`config.mk`:
```
export PLATFORM = sky130hd
export DESIGN_NAME = nr_pbch_payload_scramble_crc_core
export DESIGN_NICKNAME = d
export VERILOG_FILES = /design/src/design/nppsc_pkg.sv /design/src/design/nr_pbch_payload_scramble_crc_core.sv /design/src/design/nppsc_front.sv /design/src/design/nppsc_fifo.sv /design/src/design/nppsc_back.sv
export SDC_FILE = /design/constraint.sdc
export NUM_CORES = 1
export LEC_CHECK = 0
export BUFFER_PORTS_ARGS = -buffer_cell sky130_fd_sc_hd__buf_4
export CAP_MARGIN = 10
export CELL_PAD_IN_SITES_DETAIL_PLACEMENT = 1
export CELL_PAD_IN_SITES_GLOBAL_PLACEMENT = 1
export CORE_AREA = 2 2 197 199
export CTS_CLUSTER_SIZE = 16
export DETAILED_ROUTE_END_ITERATION = 7
export DIE_AREA = 0 0 199 201
export GPL_TIMING_DRIVEN = 0
export PLACE_DENSITY = 0.73
export SYNTH_ARGS = -nofsm -noshare
export SYNTH_HDL_FRONTEND = slang
export SYNTH_HIERARCHICAL = 1
export SYNTH_SLANG_ARGS = --single-unit
```
`constraint.sdc`:
```
create_clock -name i_clk -period 4.2 [get_ports i_clk]
set_input_delay 0.63 -clock i_clk [delete_from_list [all_inputs] [get_ports i_clk]]
set_output_delay 0.63 -clock i_clk [all_outputs]
set_load 0.05 [all_outputs]
```
`src/design/nppsc_pkg.sv`:
```
// Shared types and constants for the PBCH payload scramble/CRC core.
// No dependencies.
`timescale 1ns / 1ps
package nppsc_pkg;

    localparam logic [4:0] ILEAVE [32] = '{
        5'd16, 5'd23, 5'd18, 5'd17, 5'd8,  5'd30, 5'd10, 5'd6,
        5'd24, 5'd7,  5'd0,  5'd5,  5'd3,  5'd2,  5'd1,  5'd4,
        5'd9,  5'd11, 5'd12, 5'd13, 5'd14, 5'd15, 5'd19, 5'd20,
        5'd21, 5'd22, 5'd25, 5'd26, 5'd27, 5'd28, 5'd29, 5'd31
    };

    localparam logic [10:0] GOLD_NC  = 11'd1600;
    localparam logic [4:0]  M_L64    = 5'd26;
    localparam logic [4:0]  M_L8     = 5'd29;
    localparam logic [23:0] CRC_POLY = 24'hB2B117;

    typedef struct packed {
        logic [31:0] word;
        logic [31:0] prot;
        logic [10:0] skip;
    } t_job;

    typedef struct packed {
        logic [9:0] cell_id;
        logic       lmax_is_64;
    } t_cfg;

endpackage

```
`src/design/nr_pbch_payload_scramble_crc_core.sv`:
```
// Top level of the PBCH payload scramble/CRC core: config registers, front
// end, job queue and back end. Depends on nppsc_pkg and its submodules.
//
//  channel   direction  handshake            payload
//  input     in         push / full          i_mib_bits .. i_kssb_msb
//  result    out        empty / pop          o_block_bits
//  config    in/out     APB psel/penable     cell_id @0x0, lmax_is_64 @0x4
//
// The back end takes one item at a time: a serial Gold sequence skip of
// 1600 + M*v positions, then the 32 bit scramble/CRC loop.
// Two further items may wait in the job queue; one result waits for pop.
// Reset is synchronous active low and clears queue, back end and config.
`timescale 1ns / 1ps
module nr_pbch_payload_scramble_crc_core import nppsc_pkg::*; (
    input  logic        i_clk,
    input  logic        i_rst_n,
    input  logic        push,
    output logic        full,
    input  logic [23:0] i_mib_bits,
    input  logic [3:0]  i_sfn_low,
    input  logic        i_half_frame,
    input  logic [5:0]  i_ssb_index,
    input  logic        i_kssb_msb,
    output logic        empty,
    input  logic        pop,
    output logic [55:0] o_block_bits,
    input  logic        psel,
    input  logic        penable,
    input  logic        pwrite,
    input  logic [2:0]  paddr,
    input  logic [31:0] pwdata,
    output logic [31:0] prdata,
    output logic        pready
);
    t_cfg r_cfg;
    t_job front_job, q_job;
    logic q_empty, q_rd;

    assign pready = 1'b1;
    assign prdata = paddr[2] ? {31'd0, r_cfg.lmax_is_64} : {22'd0, r_cfg.cell_id};

    always_ff @(posedge i_clk) begin
        if (!i_rst_n) begin
            r_cfg <= '0;
        end else if (psel && penable && pwrite) begin
            if (paddr[2]) r_cfg.lmax_is_64 <= pwdata[0];
            else          r_cfg.cell_id    <= pwdata[9:0];
        end
    end

    nppsc_front u_front (
        .i_mib_bits   (i_mib_bits),
        .i_sfn_low    (i_sfn_low),
        .i_half_frame (i_half_frame),
        .i_ssb_index  (i_ssb_index),
        .i_kssb_msb   (i_kssb_msb),
        .i_cfg        (r_cfg),
        .o_job        (front_job)
    );

    nppsc_fifo u_fifo (
        .i_clk   (i_clk),
        .i_rst_n (i_rst_n),
        .i_wr    (push),
        .i_data  (front_job),
        .o_full  (full),
        .i_rd    (q_rd),
        .o_empty (q_empty),
        .o_data  (q_job)
    );

    nppsc_back u_back (
        .i_clk        (i_clk),
        .i_rst_n      (i_rst_n),
        .i_cfg        (r_cfg),
        .i_job_empty  (q_empty),
        .i_job        (q_job),
        .o_job_rd     (q_rd),
        .o_empty      (empty),
        .i_pop        (pop),
        .o_block_bits (o_block_bits)
    );
endmodule

```
`src/design/nppsc_front.sv`:
```
// Front end: interleaves the message and timing bits, builds the protect
// mask and the Gold skip count. Depends on nppsc_pkg.
`timescale 1ns / 1ps
module nppsc_front import nppsc_pkg::*; (
    input  logic [23:0] i_mib_bits,
    input  logic [3:0]  i_sfn_low,
    input  logic        i_half_frame,
    input  logic [5:0]  i_ssb_index,
    input  logic        i_kssb_msb,
    input  t_cfg        i_cfg,
    output t_job        o_job
);
    logic [31:0] t;
    logic [31:0] a;
    logic [31:0] p;
    logic [4:0]  m;
    logic [1:0]  v;

    always_comb begin
        t = '0;
        t[14] = i_mib_bits[0];
        for (int i = 1; i < 7; i++) t[i-1] = i_mib_bits[i];
        for (int i = 7; i < 24; i++) t[i+8] = i_mib_bits[i];
        t[6]  = i_sfn_low[3];
        t[7]  = i_sfn_low[2];
        t[8]  = i_sfn_low[1];
        t[9]  = i_sfn_low[0];
        t[10] = i_half_frame;
        if (i_cfg.lmax_is_64) begin
            t[11] = i_ssb_index[5];
            t[12] = i_ssb_index[4];
            t[13] = i_ssb_index[3];
        end else begin
            t[11] = i_kssb_msb;
        end
        a = '0;
        for (int j = 0; j < 32; j++) a[ILEAVE[j]] = t[j];
        p = '0;
        p[ILEAVE[7]]  = 1'b1;
        p[ILEAVE[8]]  = 1'b1;
        p[ILEAVE[10]] = 1'b1;
        if (i_cfg.lmax_is_64) begin
            p[ILEAVE[11]] = 1'b1;
            p[ILEAVE[12]] = 1'b1;
            p[ILEAVE[13]] = 1'b1;
        end
        m = i_cfg.lmax_is_64 ? M_L64 : M_L8;
        v = i_sfn_low[2:1];
        o_job.word = a;
        o_job.prot = p;
        o_job.skip = GOLD_NC + 11'(m) * 11'(v);
    end
endmodule

```
`src/design/nppsc_fifo.sv`:
```
// Two-entry job queue between front and back end. Depends on nppsc_pkg.
`timescale 1ns / 1ps
module nppsc_fifo import nppsc_pkg::*; (
    input  logic i_clk,
    input  logic i_rst_n,
    input  logic i_wr,
    input  t_job i_data,
    output logic o_full,
    input  logic i_rd,
    output logic o_empty,
    output t_job o_data
);
    t_job       r_mem [2];
    logic       r_wptr, r_rptr;
    logic [1:0] r_cnt;
    logic       wr_en, rd_en;

    assign o_full  = (r_cnt == 2'd2);
    assign o_empty = (r_cnt == 2'd0);
    assign wr_en   = i_wr && !o_full;
    assign rd_en   = i_rd && !o_empty;
    assign o_data  = r_mem[r_rptr];

    always_ff @(posedge i_clk) begin
        if (wr_en) r_mem[r_wptr] <= i_data;
    end

    always_ff @(posedge i_clk) begin
        if (!i_rst_n) begin
            r_wptr <= 1'b0;
            r_rptr <= 1'b0;
            r_cnt  <= 2'd0;
        end else begin
            if (wr_en) r_wptr <= ~r_wptr;
            if (rd_en) r_rptr <= ~r_rptr;
            r_cnt <= r_cnt + 2'(wr_en) - 2'(rd_en);
        end
    end
endmodule

```
`src/design/nppsc_back.sv`:
```
// Back end: serial Gold sequence skip, scrambling and CRC24C, then the
// result register. Depends on nppsc_pkg.
`timescale 1ns / 1ps
module nppsc_back import nppsc_pkg::*; (
    input  logic        i_clk,
    input  logic        i_rst_n,
    input  t_cfg        i_cfg,
    input  logic        i_job_empty,
    input  t_job        i_job,
    output logic        o_job_rd,
    output logic        o_empty,
    input  logic        i_pop,
    output logic [55:0] o_block_bits
);
    typedef enum logic [3:0] {
        S_IDLE = 4'b0001,
        S_SKIP = 4'b0010,
        S_RUN  = 4'b0100,
        S_DONE = 4'b1000
    } t_state;

    t_state      r_state, n_state;
    logic [30:0] r_gx1, r_gx2;
    logic [10:0] r_cnt;
    logic [4:0]  r_idx;
    logic [31:0] r_word, r_prot, r_res;
    logic [23:0] r_crc;
    logic        r_ovalid;
    logic [55:0] r_out;
    logic [30:0] gx1_sh, gx2_sh;
    logic        bit_s, fb;
    logic [23:0] crc_nx, crc_rev;
    logic        out_free;

    assign gx1_sh   = {r_gx1[3] ^ r_gx1[0], r_gx1[30:1]};
    assign gx2_sh   = {r_gx2[3] ^ r_gx2[2] ^ r_gx2[1] ^ r_gx2[0], r_gx2[30:1]};
    assign bit_s    = r_word[r_idx] ^ (!r_prot[r_idx] && (r_gx1[0] ^ r_gx2[0]));
    assign fb       = r_crc[23] ^ bit_s;
    assign crc_nx   = {r_crc[22:0], 1'b0} ^ (fb ? CRC_POLY : 24'd0);
    assign out_free = !r_ovalid || i_pop;
    assign o_job_rd = (r_state == S_IDLE) && !i_job_empty;
    assign o_empty  = !r_ovalid;
    assign o_block_bits = r_out;

    always_comb begin
        for (int i = 0; i < 24; i++) crc_rev[i] = r_crc[23-i];
    end

    always_comb begin
        n_state = r_state;
        unique case (r_state)
            S_IDLE: if (!i_job_empty) n_state = S_SKIP;
            S_SKIP: if (r_cnt == 11'd1) n_state = S_RUN;
            S_RUN:  if (r_idx == 5'd31) n_state = S_DONE;
            S_DONE: if (out_free) n_state = S_IDLE;
            default: n_state = S_IDLE;
        endcase
    end

    always_ff @(posedge i_clk) begin
        if (!i_rst_n) begin
            r_state  <= S_IDLE;
            r_ovalid <= 1'b0;
        end else begin
            r_state <= n_state;
            if (r_state == S_DONE && out_free) r_ovalid <= 1'b1;
            else if (i_pop) r_ovalid <= 1'b0;
        end
    end

    always_ff @(posedge i_clk) begin
        unique case (r_state)
            S_IDLE: begin
                r_gx1  <= 31'd1;
                r_gx2  <= {21'd0, i_cfg.cell_id};
                r_cnt  <= i_job.skip;
                r_word <= i_job.word;
                r_prot <= i_job.prot;
                r_idx  <= 5'd0;
                r_crc  <= 24'd0;
            end
            S_SKIP: begin
                r_gx1 <= gx1_sh;
                r_gx2 <= gx2_sh;
                r_cnt <= r_cnt - 11'd1;
            end
            S_RUN: begin
                // advance the sequence only on scrambled positions
                if (!r_prot[r_idx]) begin
                    r_gx1 <= gx1_sh;
                    r_gx2 <= gx2_sh;
                end
                r_res[r_idx] <= bit_s;
                r_crc <= crc_nx;
                r_idx <= r_idx + 5'd1;
            end
            S_DONE: begin
                if (out_free) r_out <= {crc_rev, r_res};
            end
            default: ;
        endcase
    end
endmodule

```
=== Word level (Yosys, flattened, before mapping) ===
Memories as Yosys holds them, arrays and structs flattened. A register that Yosys moved wholly into a read port is not among the register bits.
Index checks and enable logic that the tools add are counted.

* $add $sub $neg: 5
* $mul: 1
* Order comparisons: 2
* Equality and inequality tests: 12
* Muxes and demuxes: 32
* Bitwise gates (word level): 11
* Reductions and logical operators: 23

{| class="wikitable"
|+ Operators with widths
! kind !! number
|-
| $pmux 31 s3 || 2
|-
| $mux 31 || 2
|-
| $pmux 24 s2 || 1
|-
| $bwmux 32 || 1
|-
| $mux 24 || 1
|-
| $xor 24x24->24 || 1
|-
| $pmux 11 s2 || 1
|-
| $mux 4 || 4
|-
| $pmux 4 s4 || 1
|-
| $add 10x8->11 const A || 1
|-
| $eq 11x1->1 const B || 1
|-
| $mux 1 || 11
|-
| $sub 11x1->11 const B || 1
|-
| $bmux 1 s5 || 2
|-
| $mux 10 || 1
|-
| $pmux 5 s2 || 1
|-
| $logic_and 1x1->1 || 8
|-
| $reduce_and 2->1 || 4
|-
| $mul 5x2->7 || 1
|-
| $xor 1x1->1 || 7
|-
| $lt 5x6->1 const B || 1
|-
| $ne 2x1->1 const B || 3
|-
| $reduce_bool 2->1 || 3
|-
| $add 5x1->5 const B || 1
|-
| 19 further kinds || 26
|}

* Register bits after elaboration: 274
* RAM bits: 92
* Bits of input ports: 78
* Logic and storage cells: 103
* Memories kept: 1

{| class="wikitable"
|+ Memories
! memory !! words !! bits a word !! rd ports !! clocked after memory_dff !! wr ports !! line !! text
|-
| u_fifo.r_mem || 2 || 46 || 1 || 1 || 1 || nppsc_fifo.sv:13 || <nowiki>t_job r_mem [2];</nowiki>
|}

=== Longest topological paths before layout ===
Gate-level depths: netlist of run 1.

* Depth after elaboration: 9
* Gate-level depth with buffers: 11
* Mapped depth without buffers: 10

=== Hierarchy ===
Netlist of run 1, hierarchy kept.

{| class="wikitable"
|+ Modules (own cells, without submodules)
! module !! instances !! cells an instance !! area each (um^2) !! seq. area each (um^2)
|-
| nppsc_back || 1 || 599 || 10137.2 || 7727.4
|-
| nppsc_fifo || 1 || 260 || 5848.1 || 4604.4
|-
| nr_pbch_payload_scramble_crc_core || 1 || 84 || 696.9 || 220.2
|-
| nppsc_front || 1 || 80 || 611.8 || 0.0
|}

=== Worst setup path before layout of run 1 ===
Ideal clock, no wire load.

* Path type: input-to-reg
* Start: input push
* End: memory u_fifo/r_mem[0][0] (netlist name), enable pin
* Setup time: 509 ps
* Data arrival time: 3854 ps
* Data required time: 3691 ps
* Setup slack: -163 ps
* Stages: 2
* Path buffers: 0
* Cell sequence: nand2_1 -> nor2_1

* Cells in the longest elaborated chain, start to end: 3

{| class="wikitable"
|+ Ends and longest elaborated chain
! what !! line !! text
|-
| from (decl) || nr_pbch_payload_scramble_crc_core.sv:17 || <nowiki>input logic push,</nowiki>
|-
| $logic_and 1x1->1 || nppsc_fifo.sv:20 || <nowiki>assign wr_en = i_wr && !o_full;</nowiki>
|-
| $mux 1 || nppsc_fifo.sv:25 || <nowiki>if (wr_en) r_mem[r_wptr] <= i_data;</nowiki>
|-
| $mux 1 (implied by the code) || nppsc_fifo.sv:25 ||
|-
| to (decl) || nppsc_fifo.sv:13 ||
|}

Every way passes these cells.

=== Final worst setup path of run 1 ===
* Start: register u_back.r_idx[1]
* End: register u_back.r_res[5] (data pin)

* Cells in the longest elaborated chain, start to end: 6
* Elaborated cells on any way between the ends: 13

{| class="wikitable"
|+ Ends and longest elaborated chain
! what !! line !! text
|-
| from (decl) || nppsc_back.sv:25 || <nowiki>logic [4:0] r_idx;</nowiki>
|-
| from (signal assigned) || nppsc_back.sv:95 || <nowiki>r_idx <= r_idx + 5'd1;</nowiki>
|-
| $bmux 1 s5 || nppsc_back.sv:37 || <nowiki>assign bit_s = r_word[r_idx] ^ (!r_prot[r_idx] && (r_gx1[0] ^ r_gx2[0]));</nowiki>
|-
| $mux 1 (implied by the code) || nppsc_back.sv:37 ||
|-
| $logic_not 1->1 || -- ||
|-
| $logic_and 1x1->1 || nppsc_back.sv:37 ||
|-
| $xor 1x1->1 * || nppsc_back.sv:37 ||
|-
| via u_back.bit_s || nppsc_back.sv:31 || <nowiki>logic bit_s, fb;</nowiki>
|-
| $bwmux 32 * || nppsc_back.sv:93 || <nowiki>r_res[r_idx] <= bit_s;</nowiki>
|-
| to (signal, indexed assignment) || nppsc_back.sv:93 ||
|-
| to (decl) || nppsc_back.sv:26 || <nowiki>logic [31:0] r_word, r_prot, r_res;</nowiki>
|}

Mark *: on every way through the listed nets, which the timed path passes. The rest lies on a longest branch. The select of a mux whose other input is x is not followed.
A chain may end at the register's enable or synchronous reset.

==> metrics, run 1 <==
Yosys Warn Count 6; layout cells sized above 1 30.70%; final hold vios 0; DIE AREA 40000 µm²; Hold Slack 0.2597 ns; DP Wirelength 21.88 mm; top_reg_cell synth edfxtp_1; Antenna Nets Post-Route 0; GPL Wtd Cong 0.7366; CP Max Fanout 27; H-tree depth 2; vias in the first global route 9365; vias per inst 4.828; Worst Max-Slew Pin Slew 0.9500 ns; status finished clean; Setup Slack @ Placement 1.070 ns; max frequency 317.7 MHz; post-CTS setup repair buffer count 0; cell accounting for the most synthesized area edfxtp_1; Crit path max-delay family buffers and inverters; Vias 8556; Fin Clk Skew 0.02519 ns; worst vdd ir 0.0003940 V; WP buf/inv 5; top post-synthesis cells by area edfxtp_1 70%, mux2_4 4.4%, buf_4 3.8%, mux2_2 2.7%, dfxtp_1 2.4%; Post-synth EDFFs 404; total power draw 14.45 mW; Worst Path Arrival 3.52 ns; Worst-Skew Late Latency 0.55 ns; Port-buffer cells 91; Most Frequent Cell on Critical Path buf_12; synthesized area 17290 µm²; Slew Limit Fails 0; fin crit period 3.148 ns; first-pass GRT wire length 51.85 mm; row count 72; DRT Wirelength 33.40 mm; Die Wd 199 µm; Mean Syn Cell Area 16.91 µm²; CP Capture Type register; core box area 38110 µm²; Reg2Reg Setup Slack 1.05 ns; clock sink total 425; Post-CTS Hold Fix Bufs 0; Slowest cell on crit path edfxtp_1; Final Setup Violations 0; critical path class reg -> reg; Initial Util 45.38%; 1st-iter DRT viols 426; worst setup margin 1.052 ns; Die Ht 201 µm; Boundary Pins 169; TritonCTS buffer count 45; initial antenna violation count 0; Crit path required time 4.57 ns; leak pwr 7.659 nW; final net count 1309; synth cell count leaders 404 x edfxtp_1, 87 x buf_4, 63 x nor2b_1, 60 x nor2_1, 51 x mux2_4; share of the synthesized area in the top cell type 70.15%; Gate Count Post-Synth 1023; max-slew headroom at the worst pin 36.50%; synthesized flop and latch total 425; Clk pin slew, worst setup/hold paths 0.06 ns; DRC Markers 0; Bufs on Longest Clock Path 3; RSZ-0062 raised after global routing false; worst hold path type in -> reg; Resized Gates After CTS 0; GRT overflow 0; Seq/Total Area, Yosys 72.58%; 1st-pass router iterations 4; top-count cell post-synth edfxtp_1; All-Layer GR Usage 16.92%; ANT cells 0; Max Cap Violations 0; Worst Setup Start Kind register; wire per inst 18.85 µm; power per cell area 707.1 nW/µm²; CTS tree built; largest net degree at the start of global routing 67; Netlist cell types 55; worst path cell trace buf_6 -> buf_12 -> buf_12 -> mux2i_1 -> o22ai_1 -> o221ai_1 -> nand3_2 -> buf_12 -> xnor2_2 -> buf_8; asr flop ratio synth 0%; Area Growth Syn to Fin 18.20%; CTS Root Buffer Type clkbuf_16; CP max stage delay 0.41 ns; final worst-path cycle share 74.95%
flip-flops by register name, summed over array words and instances, names as in the netlist, 11 cells and up, named ones only:
register	cells
u_fifo/r_mem	150
u_back/o_block_bits	56
u_back/r_prot	32
u_back/r_res	32
u_back/r_word	32
u_back/r_gx1	31
u_back/r_gx2	31
u_back/r_crc	24
r_cfg	11
u_back/r_cnt	11
final timing paths:
kind                                               startpoint                               end  cells past startpoint
worst max-delay path            u_back/r_idx[1]$_SDFFCE_PN0P_         u_back/r_res[5]$_DFFE_PP_                     10
worst min-delay path                           i_mib_bits[14]     u_fifo/r_mem[1][62]$_DFFE_PP_                      1
worst max register to register  u_back/r_idx[1]$_SDFFCE_PN0P_         u_back/r_res[5]$_DFFE_PP_                     10
worst min register to register      u_back/r_res[6]$_DFFE_PP_  u_back/o_block_bits[6]$_DFFE_PP_                      0
cell families after synthesis:
logic type	synth area share (%)
AOI/OAI and AO/OA	1.570
xor gates and xnor gates	2.539
muxes	9.478
and+or+nand+nor	7.343
buffers and inverters	5.535
other	0.08679
DFF	72.58
adders and majority gates	0.8682
cell type report:
class	instances	area [µm²]
Clock inverter	26	246.5
Fill cell	3572	17660
Timing Repair Buffer	98	835.8
Tap cell	518	648.1
Sequential cell	425	12550
Multi-Input combinational cell	516	4013
Clock buffer	56	1187
Buffer	122	915.9
Inverter	11	43.79
where the power goes:
group | internal [mW] | total (mW) | switching, mW
logic | 1.72 | 3.92 | 2.19
clock network | 2.26 | 3.85 | 1.59
registers | 6.29 | 6.69 | 0.398
total | 10.3 | 14.5 | 4.18
worst reg2reg max path, stage by stage (launching register included):
cell and delay, ns:
edfxtp_1 0.41, buf_6 0.19, buf_12 0.18, buf_12 0.17, mux2i_1 0.33, o22ai_1 0.18, o221ai_1 0.39, nand3_2 0.29
buf_12 0.24, xnor2_2 0.35, buf_8 0.24
layer usage:
metal  share of wire (%)  track usage [%]  vias up
met1                  42            20.98     4298
met3                 4.4            2.991       52
li1                    -                -     4013
met2                  52            30.27      193
met5                   0                0        -
met4                 2.0            4.664        0
metrics by stage:
stage               instances  setup TNS [ns]  area, µm²  util (%)
floorplan                1074               0      17490         -
global placement         1683          -57.42      18820     49.39
detailed placement       1689               0      18990     49.84
CTS                      1771               0      20430     53.61
global route             1772               0      20440     53.64
finish                   1772               0      20440     53.64
layout by cell type, fill, tap and decap left out, types with 6 or more instances in the layout:
cell       Yosys  layout
edfxtp_1     404     404
buf_4         87     178
nor2b_1       63      62
nor2_1        60      59
conb_1         4      55
mux2_4        51      51
nand2_1       50      50
clkbuf_16      0      45
mux2_2        41      41
mux2i_1       40      40
clkbuf_1      14      23
dfxtp_1       21      21
and2_1        16      16
nor3_1        15      15
clkinv_2       0      14
xnor2_1       14      13
ha_1          12      12
xnor3_1       11      11
buf_6         10      10
inv_1         11      10
o21ai_0        9       9
nand3_1        8       8
o22ai_1        7       7
buf_2          6       6
nand2b_1       6       6
xor2_1         6       6
No activity file was read; power rests on OpenSTA's default activity.
==> run 2, diff against run 1 <==
--- a/config.mk
+++ b/config.mk
@@ -5,16 +5,17 @@
 export SDC_FILE = /design/constraint.sdc
 export NUM_CORES = 1
 export LEC_CHECK = 0
+export ABC_AREA = 1
 export BUFFER_PORTS_ARGS = -buffer_cell sky130_fd_sc_hd__buf_4
 export CAP_MARGIN = 10
 export CELL_PAD_IN_SITES_DETAIL_PLACEMENT = 1
 export CELL_PAD_IN_SITES_GLOBAL_PLACEMENT = 1
-export CORE_AREA = 2 2 197 199
+export CORE_AREA = 2 2 201 203
 export CTS_CLUSTER_SIZE = 16
 export DETAILED_ROUTE_END_ITERATION = 7
-export DIE_AREA = 0 0 199 201
+export DIE_AREA = 0 0 203 205
 export GPL_TIMING_DRIVEN = 0
-export PLACE_DENSITY = 0.73
+export PLACE_DENSITY = 0.74
 export SYNTH_ARGS = -nofsm -noshare
 export SYNTH_HDL_FRONTEND = slang
 export SYNTH_HIERARCHICAL = 1
==> constraint.sdc (replaced) <==
create_clock -name i_clk -period 2.8 [get_ports i_clk]
set_input_delay 0.42 -clock i_clk [delete_from_list [all_inputs] [get_ports i_clk]]
set_output_delay 0.42 -clock i_clk [all_outputs]
set_load 0.05 [all_outputs]
==> run 2 against run 1 <==
Combinational power grew 61%. Critical path depth grew 7. First-iteration DRC count grew 12%. Largest power group unchanged. Highest routed layer unchanged.
==> metrics, run 2 <==
status finished clean; Worst Setup Start Kind register; clock sink total 425 (unchanged); most frequent cells in the layout 404 x edfxtp_1, 227 x nand2_1, 187 x buf_4; synthesized area 17630 µm² (+1.9%); core box area 39370 µm² (+3.3%); share of the synthesized area in the top cell type 68.82% (-1.3 points); Net Sw Power 7.072 mW (+69%); fill cell count 4027 (+13%); max frequency 377.5 MHz (+19%); top_reg_cell synth edfxtp_1; Worst Max-Slew Pin Slew 0.7846 ns (-0.1654 ns); r2r endpoint u_back/r_crc[20]$_SDFFCE_PN0P_; initial antenna violation count 1 (+1); top-count cell post-synth edfxtp_1; DP Wirelength 23.60 mm (+7.9%); WP buf/inv 5 (unchanged); largest net degree at the start of global routing 67 (unchanged); row count 73 (+1.4%); Worst-Skew Late Latency 0.56 ns (about the same); top post-synthesis cells by area edfxtp_1 69%, nand2_1 4.9%, mux2_4 4.3%, buf_4 3.8%, nor2_1 3.8%; commonest non-fill, non-tap cell in the layout edfxtp_1; Die Ht 205 µm (+2.0%); CTS Root Buffer Type clkbuf_16; Worst Hold End u_fifo/r_mem[0][71]$_DFFE_PP_; Slew Limit Fails 0 (unchanged); synth cell count leaders 404 x edfxtp_1, 230 x nand2_1, 177 x nor2_1, 173 x inv_1, 89 x buf_4; CP Capture Type register; worst hold path type in -> reg; All-Layer GR Usage 17.11% (+0.19 points); Setup Slack @ Placement -0.09331 ns (-1.163 ns); worst path cell trace buf_6 -> inv_8 -> buf_6 -> nor2_1 -> o21ai_1 -> nand2_1 -> nand2_1 -> nor2_1 -> nand2_1 -> inv_1 -> nand2_4 -> nand2_8 -> nand2_2 -> nand2_2 -> buf_6 -> nor2_2 -> nor2_1; Reg2Reg Setup Slack 0.15 ns (-0.90 ns); layout cells sized above 1 25.11% (-5.6 points); Comb pwr share 28.7% (+1.6 points); post-layout util 53.16% (-0.49 points); DRT Wirelength 35.17 mm (+5.3%); GPL Wtd Cong 0.7644 (+3.8%); 1st-iter DRT viols 477 (+12%); Gate Count Post-Synth 1354 (+32%); Post-synth EDFFs 404 (unchanged); wire per inst 16.60 µm (-12%); Clock power frac 25.6% (-1.0 points); power per cell area 1050 nW/µm² (+49%); Crit path max-delay family simple AND/OR/NAND/NOR gates; Netlist cell types 32 (-42%); Hold Crit Start i_mib_bits[21]; CTS tree built; Seq/Total Area, Yosys 71.21% (-1.4 points); worst r2r path cells 17 (+7); final hold vios 0 (unchanged); Clk pin slew, worst setup/hold paths 0.06 ns (about the same); Vias 9878 (+15%); max-slew headroom at the worst pin 47.57% (+11 points); final net count 1651 (+26%); Placed Instances 2034 (+20%); Worst Path Arrival 2.96 ns (-0.56 ns); cell accounting for the most synthesized area edfxtp_1; first-pass GRT wire length 55.06 mm (+6.2%); worst vdd ir 0.0006062 V (+54%); FF/Latch Area 12560 µm² (about the same); final worst-path cycle share 94.60% (+20 points); CP max stage delay 0.42 ns (about the same); Max Cap Violations 0 (unchanged); Final Setup Violations 0 (unchanged); Yosys Warn Count 6 (unchanged); Internal 14.91 mW (+45%); Crit path required time 3.11 ns (-1.46 ns); TritonCTS buffer count 43 (-4.4%); hold depth 1 (unchanged); Largest register FFs 150 (unchanged); power share of the sequential group 45.7% (-0.6 points); critical path class reg -> reg; worst setup margin 0.1511 ns (-0.9008 ns); DRC Markers 0 (unchanged); vias in the first global route 10420 (+11%); Setup TNS Final 0 ns (unchanged); H-tree depth 2 (unchanged); GRT overflow 0 (unchanged); Antenna Nets Post-Route 0 (unchanged); Boundary Pins 169 (unchanged); DIE AREA 41620 µm² (+4.0%); leak pwr 8.456 nW (+10%); reg-to-reg startpoint u_back/r_idx[0]$_SDFFCE_PN0P_; Die Wd 203 µm (+2.0%); fin crit period 2.649 ns (-0.4992 ns); switch share 32.17% (+3.3 points); Final Non-Filler Cells 2119 (+20%); Area Growth Syn to Fin 18.72%; Mean Syn Cell Area 13.02 µm² (-23%); Post-CTS Hold Fix Bufs 0 (unchanged); 1st-pass router iterations 5 (+1); Fin Clk Skew 0.009287 ns (-0.01591 ns); CP Max Fanout 17 (-37%); synthesized flop and latch total 425 (unchanged); RSZ-0062 raised after global routing true; Initial Util 44.78% (-0.61 points); Slowest cell on crit path edfxtp_1; area of the multi-input gates 3755 µm² (-6.4%); Port-buffer cells 91 (unchanged); Reg with most FFs u_fifo/r_mem; vias per inst 4.662 (-3.5%); asr flop ratio synth 0% (unchanged); Bufs on Longest Clock Path 3 (unchanged)
-- run 2: layout make-up --
| cell class | count | share of cell area (%) |
|---|---|---|
| diodes | 1 | 0.01196 |
| plain buffers | 126 | 4.586 |
| clock buffers | 51 | 5.489 |
| inverters | 177 | 3.265 |
| clock inverters | 26 | 1.088 |
| well taps | 525 | 3.139 |
| flip-flops and latches | 425 | 60.00 |
| repair buffers | 110 | 4.478 |
| multi-input cells | 678 | 17.94 |
-- run 2: worst max path at each step --
stage                                   start                             end  cells past startpoint
2_1_floorplan  u_back/r_state[0]$_SDFFE_PN1P_   u_back/r_gx1[0]$_SDFFCE_PP1P_                      4
3_3_place_gp   u_back/r_state[2]$_SDFFE_PN0P_  u_back/r_gx2[24]$_SDFFCE_PP0P_                      3
3_5_place_dp    u_back/r_idx[1]$_SDFFCE_PN0P_  u_back/r_crc[20]$_SDFFCE_PN0P_                     16
4_1_cts         u_back/r_idx[1]$_SDFFCE_PN0P_  u_back/r_crc[13]$_SDFFCE_PN0P_                     17
5_1_grt         u_back/r_idx[0]$_SDFFCE_PN0P_  u_back/r_crc[20]$_SDFFCE_PN0P_                     17
6_report        u_back/r_idx[0]$_SDFFCE_PN0P_  u_back/r_crc[20]$_SDFFCE_PN0P_                     17
-- run 2: kinds of logic after synthesis --
logic type	after synthesis	synth area share [%]
other	4	0.08515
xor gates and xnor gates	12	0.5962
adders and majority gates	12	0.8518
buffers and inverters	303	9.164
muxes	75	5.856
AOI/OAI and AO/OA	27	0.8021
DFF	425	71.21
and+or+nand+nor	496	11.44
-- run 2: worst reg2reg max path, stage by stage, from the launching register on --
cell and delay, ns:
edfxtp_1 0.42, buf_6 0.18, inv_8 0.08, buf_6 0.18, nor2_1 0.06, o21ai_1 0.27, nand2_1 0.12, nand2_1 0.08
nor2_1 0.04, nand2_1 0.13, inv_1 0.11, nand2_4 0.15, nand2_8 0.11, nand2_2 0.10, nand2_2 0.06, buf_6 0.15
nor2_2 0.09, nor2_1 0.05
-- run 2: power by group through the flow --
| stage | registers, mW | clock network, mW | logic, mW |
|---|---|---|---|
| final | 10.0 | 5.63 | 6.30 |
| after global routing | 10.2 | 6.03 | 6.96 |
| after CTS | 10.1 | 5.81 | 6.13 |
| after detailed placement | 10.2 | 0 | 6.00 |
| after global placement | 10.1 | 0 | 5.30 |
| after floorplan | 10.0 | 0 | 4.14 |
-- run 2: per-layer routing --
layer	track usage [%]	share of wire (%)	vias up
met4	6.335	2.2	0
li1	-	-	4762
met1	20.80	42	4850
met3	3.054	4.9	55
met2	30.49	51	211
met5	0	0	-
-- run 2: per-stage QoR --
| stage | hold WS, ns | cell area (µm²) | power (mW) |
|---|---|---|---|
| after global placement | 0.4015 | 19240 | 15.42 |
| after global routing | 0.02060 | 20920 | 23.20 |
| after CTS | 0.008563 | 20850 | 22.01 |
| after floorplan | 0.4003 | 17900 | 14.17 |
| after detailed placement | 0.4063 | 19450 | 16.20 |
| final | 0.04710 | 20930 | 21.98 |
-- run 2: what timing repair did --
action                     CTS  global route
resized for setup            3            10
cloned                       0             1
setup endpoints to repair   36            38
pin swaps                    0             3
setup buffers                1             5
